[config.mk]
export PLATFORM = sky130hd
export DESIGN_NAME = block_cipher_key_expansion_core
export DESIGN_NICKNAME = d
export VERILOG_FILES = /design/src/hw/rtl/bcke_pkg.sv /design/src/hw/rtl/bcke_ctrl.sv /design/src/hw/rtl/bcke_datapath.sv /design/src/hw/rtl/block_cipher_key_expansion_core.sv
export SDC_FILE = /design/constraint.sdc
export NUM_CORES = 1
export LEC_CHECK = 0
export BUFFER_PORTS_ARGS = -buffer_cell sky130_fd_sc_hd__buf_2
export CAP_MARGIN = 20
export CORE_MARGIN = 5
export CORE_UTILIZATION = 45
export DETAILED_ROUTE_END_ITERATION = 7
export GPL_TIMING_DRIVEN = 0
export PLACE_DENSITY = 0.69
export SYNTH_ARGS = -nofsm -noshare
export SYNTH_HDL_FRONTEND = slang
export SYNTH_SLANG_ARGS = --single-unit
[constraint.sdc]
create_clock -name clk -period 16.5 [get_ports clk]
set_clock_uncertainty 0.15 [all_clocks]
set_input_delay 1.65 -clock clk [delete_from_list [all_inputs] [get_ports clk]]
set_output_delay 1.65 -clock clk [all_outputs]
set_load 0.005 [all_outputs]
[src/hw/rtl/bcke_pkg.sv]
`default_nettype none
package bcke_pkg;

  localparam logic [6:0] LFSR_SEED   = 7'h5A;
  localparam int         GROUP_COUNT = 16;
  localparam int         GRP_W       = 4;

  typedef struct packed {
    logic [63:0] key_high;
    logic [63:0] key_low;
  } in_t;

  typedef struct packed {
    logic        word_kind;
    logic [3:0]  group_index;
    logic [63:0] key_bytes;
    logic        last_result;
  } out_t;

  localparam logic WORD_WHITEN = 1'b0;
  localparam logic WORD_GROUP  = 1'b1;

  typedef struct packed {
    logic load;
    logic emit_whiten;
    logic emit_group;
  } cmd_t;

  typedef struct packed {
    logic group_last;
  } status_t;

  // One step of the round-constant LFSR: shift right, new top bit is bit 3 xor bit 0.
  function automatic logic [6:0] lfsr_step(input logic [6:0] v);
    lfsr_step = {v[3] ^ v[0], v[6:1]};
  endfunction

endpackage
`default_nettype wire

[src/hw/rtl/bcke_ctrl.sv]
`default_nettype none
module bcke_ctrl (
  input  wire logic              clk,
  input  wire logic              rst_n,
  input  wire logic              start,
  output logic                   busy,
  output bcke_pkg::cmd_t         cmd,
  input  wire bcke_pkg::status_t status
);
  import bcke_pkg::*;

  typedef enum logic [2:0] {
    S_IDLE   = 3'b001,
    S_WHITEN = 3'b010,
    S_GROUP  = 3'b100
  } state_t;

  state_t state_r, state_nxt;

  always_comb begin
    state_nxt = state_r;
    unique case (state_r)
      S_IDLE: begin
        if (start) state_nxt = S_WHITEN;
      end
      S_WHITEN: begin
        state_nxt = S_GROUP;
      end
      S_GROUP: begin
        if (status.group_last) state_nxt = S_IDLE;
      end
      default: state_nxt = S_IDLE;
    endcase
  end

  always_ff @(posedge clk) begin
    if (!rst_n) begin
      state_r <= S_IDLE;
    end else begin
      state_r <= state_nxt;
    end
  end

  assign busy             = (state_r != S_IDLE);
  assign cmd.load         = (state_r == S_IDLE) && start;
  assign cmd.emit_whiten  = (state_r == S_WHITEN);
  assign cmd.emit_group   = (state_r == S_GROUP);

endmodule
`default_nettype wire

[src/hw/rtl/bcke_datapath.sv]
`default_nettype none
module bcke_datapath (
  input  wire logic            clk,
  input  wire logic            rst_n,
  input  wire bcke_pkg::in_t   in_data,
  input  wire bcke_pkg::cmd_t  cmd,
  output bcke_pkg::status_t    status,
  output logic                 out_valid,
  output bcke_pkg::out_t       out_data
);
  import bcke_pkg::*;

  logic [63:0]      key_lo_r, key_hi_r;
  logic [6:0]       lfsr_r, lfsr_nxt;
  logic [GRP_W-1:0] grp_r, grp_nxt;
  logic             out_valid_r, out_valid_nxt;
  out_t             out_data_r, out_data_nxt;
  logic [63:0]      whiten_word;
  logic [63:0]      group_word;

  assign whiten_word = {key_lo_r[31:0], key_hi_r[63:32]};

  // Eight subkeys per cycle: the LFSR chain runs eight steps, and each subkey takes
  // its byte from one key half at an offset rotated by the pair of groups.
  always_comb begin
    logic [6:0]  c;
    logic [63:0] half;
    logic [2:0]  rot;
    logic [2:0]  idx;
    c    = lfsr_r;
    half = grp_r[0] ? key_hi_r : key_lo_r;
    rot  = grp_r[3:1];
    group_word = '0;
    for (int k = 0; k < 8; k++) begin
      idx = 3'(k) - rot;
      group_word[8*k +: 8] = half[8*idx +: 8] + {1'b0, c};
      c = lfsr_step(c);
    end
    lfsr_nxt = c;
  end

  assign status.group_last = (grp_r == GRP_W'(GROUP_COUNT - 1));

  always_comb begin
    grp_nxt       = grp_r;
    out_valid_nxt = 1'b0;
    out_data_nxt  = out_data_r;
    if (cmd.emit_whiten) begin
      out_valid_nxt            = 1'b1;
      out_data_nxt.word_kind   = WORD_WHITEN;
      out_data_nxt.group_index = '0;
      out_data_nxt.key_bytes   = whiten_word;
      out_data_nxt.last_result = 1'b0;
    end else if (cmd.emit_group) begin
      out_valid_nxt            = 1'b1;
      out_data_nxt.word_kind   = WORD_GROUP;
      out_data_nxt.group_index = grp_r;
      out_data_nxt.key_bytes   = group_word;
      out_data_nxt.last_result = status.group_last;
      grp_nxt                  = grp_r + 1'b1;
    end
  end

  always_ff @(posedge clk) begin
    if (!rst_n) begin
      lfsr_r      <= LFSR_SEED;
      grp_r       <= '0;
      out_valid_r <= 1'b0;
    end else begin
      out_valid_r <= out_valid_nxt;
      if (cmd.load) begin
        lfsr_r <= LFSR_SEED;
        grp_r  <= '0;
      end else if (cmd.emit_group) begin
        lfsr_r <= lfsr_nxt;
        grp_r  <= grp_nxt;
      end
    end
  end

  always_ff @(posedge clk) begin
    if (cmd.load) begin
      key_lo_r <= in_data.key_low;
      key_hi_r <= in_data.key_high;
    end
    out_data_r <= out_data_nxt;
  end

  assign out_valid = out_valid_r;
  assign out_data  = out_data_r;

endmodule
`default_nettype wire

[src/hw/rtl/block_cipher_key_expansion_core.sv]
`default_nettype none
// Key schedule for a 64-bit lightweight block cipher with a 128-bit master key.
// A request is taken at a rising edge where start is high and busy is low; in_data
// carries the key as two 64-bit halves.
// Each key yields a burst of 17 results on out_data, one per cycle, each marked by
// out_valid for exactly one cycle: first the whitening key word, then 16 subkey
// group words of eight subkeys, the last one flagged by last_result.
// The whitening word is registered out of the S_WHITEN state that the request
// edge enters, and the burst then runs without gaps. Eight subkeys are formed per
// cycle by an eight-step chain of the round-constant LFSR and eight byte adders.
// busy is high from S_WHITEN through the last S_GROUP state, and the next request
// is taken only once it has fallen, so no new key is taken while a burst runs; busy
// falls while the final group word is still on the outputs.
// The receiver cannot stall; every result must be captured when out_valid is high.
// Synchronous reset (rst_n low) returns the controller to idle and clears out_valid;
// no clearing pass is needed.
module block_cipher_key_expansion_core (
  input  wire logic           clk,
  input  wire logic           rst_n,
  input  wire logic           start,
  output logic                busy,
  input  wire bcke_pkg::in_t  in_data,
  output logic                out_valid,
  output bcke_pkg::out_t      out_data
);
  import bcke_pkg::*;

  cmd_t    cmd;
  status_t status;

  bcke_ctrl u_ctrl (
    .clk    (clk),
    .rst_n  (rst_n),
    .start  (start),
    .busy   (busy),
    .cmd    (cmd),
    .status (status)
  );

  bcke_datapath u_datapath (
    .clk       (clk),
    .rst_n     (rst_n),
    .in_data   (in_data),
    .cmd       (cmd),
    .status    (status),
    .out_valid (out_valid),
    .out_data  (out_data)
  );

endmodule
`default_nettype wire

==> Word-level counts from Yosys, hierarchy flattened <==
Cells that the tools add are included.
{ "word_totals": {"reg_bits": 213, "latch_bits": 0, "mem_bits_rw": 0, "mem_bits_ro": 0, "inputBits": 131, "wordCells": 65, "n_memories": 0} }
{ "op_classes": {"add_sub_neg": 17, "multipliers": 0, "n_div": 0, "n_lt_le_gt_ge": 0, "eq_ne": 7, "shift": 8, "n_mux": 8, "bitwise_logic": 10, "reduce_logical": 5} }
{ "op_table": {"columns": ["operator", "n"], "rows": [
  ["variable part select 64 x 7 -> 8 bit", 8],
  ["two-way mux 65 bit", 2],
  ["adder 8 x 7 -> 8 bit", 8],
  ["two-way mux 64 bit", 1],
  ["subtractor 3 bit, first input constant", 4],
  ["one-hot mux 3 bit (3 select lines)", 1],
  ["XOR 1 bit", 8],
  ["two-way mux 3 bit", 2],
  ["subtractor 1 x 3 -> 3 bit, first input constant", 2],
  ["subtractor 2 x 3 -> 3 bit, first input constant", 2],
  ["adder 4 x 1 -> 4 bit, second input constant", 1],
  ["equality test 4 bit, second input constant", 1],
  ["AND reduction 2 bit", 2],
  ["equality test 3 x 1 -> 1 bit, second input constant", 1],
  ["equality test 3 x 2 -> 1 bit, second input constant", 1],
  ["equality test 3 bit, second input constant", 1],
  ["!= test 3 x 1 -> 1 bit, second input constant", 1],
  ["two-way mux 1 bit", 2],
  ["!= test 2 x 1 -> 1 bit, second input constant", 1],
  ["!= test 2 bit, second input constant", 1],
  ["NOT 1 bit", 2],
  ["nonzero test 2 bit", 1],
  ["OR reduction 2 bit", 1],
  ["logical AND 1 bit", 1]
]} }

==> Longest topological paths before layout <==
{ "logic_depth": {"ltp_word": 5, "mapped_depth": 17} }

==> Hierarchy <==
Synthesis repeated with hierarchy kept, for this count alone.
{ "unflattened": {"cells_unflattened": 843, "area_unflattened_um2": 12446.9} }
{ "modules_own_cells": {"columns": ["mod", "n_inst", "cells_per_inst", "area_each_um2", "seq_area_each_um2"], "rows": [
  ["bcke_datapath", 1, 829, 12291.8, 6125.9],
  ["bcke_ctrl", 1, 14, 155.1, 60.1]
]} }

==> Worst setup path before layout <==
Ideal clock, no wire load.
{ "synth_path": {"path_kind": "input -> register", "start": "input start", "end": "register u_datapath.lfsr_r[1]", "setup_time_ps": 139, "arrival_ps": 15187, "required_ps": 16211, "path_slack_ps": 1024, "stages": 3, "n_path_buf": 0, "path_cell_list": "nor4bb_1 nor2b_1 o211ai_1"} }
{ "synth_via": {"elab_chain_cells": 2} }
{ "synth_rtl": {"columns": ["element", "line_no", "rtl"], "rows": [
  ["start: declaration", "block_cipher_key_expansion_core.sv:20", "input wire logic start,"],
  ["logical AND 1 bit", "bcke_ctrl.sv:45", "assign cmd.load = (state_r == S_IDLE) && start;"],
  ["OR reduction 2 bit (no line)", null, null],
  ["end signal: assignment", "bcke_datapath.sv:75", "lfsr_r <= lfsr_nxt;"],
  ["end: declaration", "bcke_datapath.sv:14", "logic [6:0] lfsr_r, lfsr_nxt;"]
]} }
No other way between the ends.
A chain may end at the register's enable or synchronous reset.

==> summary.md <==
| Metric | Value |
|---|---|
| Status | `finished, final reports clean` |
| Drt drc | `0` |
| Port Buffers | `202` |
| P_sw | `0.0003056 W` |
| Unique masters post-synth | `44` |
| CP max stage cell | `xor2_1` |
| Top Ports | `203` |
| Power Density | `89.41 nW/um^2` |
| Pin slew with the least headroom to its limit | `1130 ps` |
| DIE HEIGHT | `175.6 microns` |
| Placed Area | `13,980 sq um` |
| Area fraction in compound gates after synthesis | `0.08474` |
| Iter 0 DRT Violations | `1,019` |
| Gr ovfl total | `0` |
| Fin. Hold Viols | `0` |
| Area share of the largest cell type after synthesis | `0.4671` |
| CTS tree | `built` |
| Synth area leader | `edfxtp_1` |
| Crit-path max FO | `10` |
| Flop pwr share | `0.486` |
| Post-Route WL | `37,680 microns` |
| Synthesized instance count | `833` |
| Slew HR | `0.2440` |
| Largest net degree at the start of global routing | `28` |
| CP startpoint kind | `flip-flop` |
| Crit Path Category | `flip-flop to flip-flop` |
| Antenna violations before repair | `0` |
| Adder-cell share of the synthesized area | `0.07684` |
| Peak supply drop | `0.08635 mV` |
| Clock-pin transition on the worst setup and hold timing paths | `60 ps` |
| CP top delay family | `buffers and inverters` |
| Max Fclk | `162.2 MHz` |
| Int Power | `0.001014 W` |
| Core area | `26,950 sq um` |
| Vias in the first global route | `9,008` |
| Row count | `60` |
| RSZ-0062 raised after global routing | `no` |
| Seq. cell area | `6186 sq um` |
| Comb pwr share | `0.116` |
| PostCTS Resize Cnt | `0` |
| Mux contribution to synthesized area | `0.2282` |
| Synth area leaders | `edfxtp_1, mux4_2, ha_1` |
| Synthesis-to-layout area growth | `19.54%` |
| Cts hold-fix bufs | `0` |
| Sw Ratio | `0.2317` |
| Async SR Flop Fraction | `0` |
| Crit path DAT | `6240 ps` |
| Layout cell share with drive strength beyond 1 | `0.3562` |
| Crit path cell chain | `buf_1, buf_2, inv_1, ha_1, xor2_1, clkbuf_1, mux4_2, ha_1, fa_1, a21o_1, a21oi_1, o21bai_1, a21oi_1, xor2_1, o21ai_0` |
| Largest family of logic cells by synthesized area | `multiplexers` |
| Die Area | `30,840 sq um` |
| Vias | `8,822` |
| # fillers | `2,235` |
| Total setup buffers inserted after CTS | `0` |
| Syn Std Cell Area | `12,340 sq um` |
| CP peak stage delay | `870 ps` |
| Post-route cell area | `14,760 sq um` |
| Most used DFF post-synth | `edfxtp_1` |
| Placed Instances | `1,389` |
| Commonest cells post-synth | `edfxtp_1, mux4_2, nand2_1, ha_1, o21ai_0` |
| First-pass GRT wire length | `55,750 microns` |
| Max H-tree Level | `1` |
| Initial Utilization | `0.4580` |
| Synthesized Nets | `1,035` |
| Hold crit path type | `flip-flop to flip-flop` |
| Max Slew Vio Count | `0` |
| Clock Latency Late Sink | `530 ps` |
| Clk sinks | `213` |
| Cell Count, Final, Fillers Out | `1,433` |
| Seq/Total Area, Yosys | `0.5012` |
| Warnings from Yosys | `0` |
| Root Driver | `clkbuf_16` |
| Synth Area in XOR/XNOR | `0.03548` |
| Simple-gate area share of the yosys netlist | `0.04937` |
| Ant. Diodes | `0` |
| Gp weighted congestion | `0.9758` |
| Vias per inst | `6.156` |
| Clock buffer depth | `3` |
| Syn_area_per_cell | `14.82 sq um` |
| Wire per inst | `26.29 microns` |
| Tcrit/Tclk final | `0.3736` |
| Max-Cap Viols | `0` |
| CTS Buf Count | `24` |
| Pre-Repair DR Iteration Count | `5` |
| Clk pwr share | `0.398` |
| Final setup viols | `0` |
| Fin nets | `1,276` |
| Area of the multi-input gates | `5884 sq um` |
| Crit path buffers/inverters | `4` |
| Worst Path Required | `16,580 ps` |
| #FFs+latches synth | `213` |
| GRT Overall Usage | `0.2424` |
| Crit. End Element | `flip-flop` |
| P_leak | `5.347 nW` |
| EDFF count, synth | `192` |
| Top-count cell post-synth | `edfxtp_1` |
| Detailed Place HPWL | `28,610 microns` |
| Tmin final | `6164 ps` |
| Die width | `175.6 microns` |
| Detail Route Antenna Nets | `0` |
[placed cells by master, fill, tap and decap left out, types with 3 or more instances in the layout]
cell	synthesis	routed
xnor2_1	29	29
nand2_1	80	80
a21oi_1	29	29
nor2_1	21	21
and2_1	3	3
nand3_1	6	6
dfxtp_1	21	21
clkbuf_1	21	30
buf_8	1	3
o21a_1	3	3
o21ai_1	7	7
a21boi_0	4	4
buf_2	8	210
buf_6	3	12
inv_1	22	22
fa_1	8	8
o31ai_1	9	9
clkbuf_16	0	25
buf_1	9	9
or4_1	5	5
o21ai_0	61	60
xor2_1	21	21
mux4_2	123	123
clkinv_2	0	3
a211oi_1	11	11
o21bai_1	5	5
ha_1	63	63
nand2b_1	12	12
a21o_1	13	13
a22o_1	16	16
edfxtp_1	192	192
nor2b_1	3	3
a31oi_1	6	6
[cell type report]
class,instances,share of cell area
Buffer,43,0.01416
Clock buffer,36,0.04655
Clock inverter,8,0.006105
Inverter,24,0.006105
Multi-Input combinational cell,553,0.3988
Sequential cell,213,0.4192
Tap cell,341,0.02892
Timing Repair Buffer,215,0.08013
[worst paths after layout]
| kind | slack (ps) | cells past startpoint | endpoint | startpoint |
|---|---|---|---|---|
| max | 10340 | 15 | u_datapath.out_data[39] | u_datapath.grp_r[1] |
| min | 300 | 2 | u_datapath.out_data[66] | u_datapath.out_data[66] |
| max reg2reg | 10340 | 15 | u_datapath.out_data[39] | u_datapath.grp_r[1] |
| min reg2reg | 300 | 2 | u_datapath.out_data[66] | u_datapath.out_data[66] |
[logic make-up (layout without fill, tap and decap cells)]
| logic type | after synthesis | after routing |
|---|---|---|
| compound gates | 169 | 169 |
| xor+xnor | 50 | 50 |
| fa+ha+maj | 71 | 71 |
| buf+inv | 67 | 326 |
| flops | 213 | 213 |
| mux | 126 | 126 |
| simple gates | 137 | 137 |
[power by group through the flow]
stage,Combinational (W),Sequential (W),Clock [W]
after global placement,0.000143,0.000666,0
after floorplan,0.0000913,0.000654,0
final,0.000153,0.000641,0.000525
after global routing,0.000165,0.000643,0.000559
after CTS,0.000152,0.000640,0.000535
after detailed placement,0.000151,0.000651,0
[worst min-delay path, stage by stage (launching register included)]
cell     delay [ps]
dfxtp_1         300
nand2_1          50
a21oi_1          50
[state kept, by name (all words and copies together) (netlist names)]
| name | count |
|---|---|
| u_ctrl.state_r | 3 |
| u_datapath.grp_r | 4 |
| u_datapath.key_hi_r | 64 |
| u_datapath.key_lo_r | 64 |
| u_datapath.lfsr_r | 7 |
| u_datapath.out_data | 70 |
| u_datapath.out_valid | 1 |
[through the flow]
step                utilization  hold WS [ps]  setup TNS, ps  power [W]  setup WS, ps
detailed placement       0.5187         296.3              0  0.0008012         10520
finish                   0.5475         300.3              0   0.001319         10340
CTS                      0.5475         304.3              0   0.001328         10510
floorplan                     -         302.7              0  0.0007450          1024
global placement         0.5113         291.4        -535720  0.0008090         -6021
global route             0.5475         336.5              0   0.001367         10180
[layer usage]
layer / track usage / part of all wire / up-vias
li1: - / - / 3829
met1: 0.3301 / 0.40 / 4384
met2: 0.3889 / 0.46 / 520
met3: 0.04671 / 0.093 / 89
met4: 0.09389 / 0.045 / 0
met5: 0 / 0 / -
No activity file was read; power rests on OpenSTA's default activity.
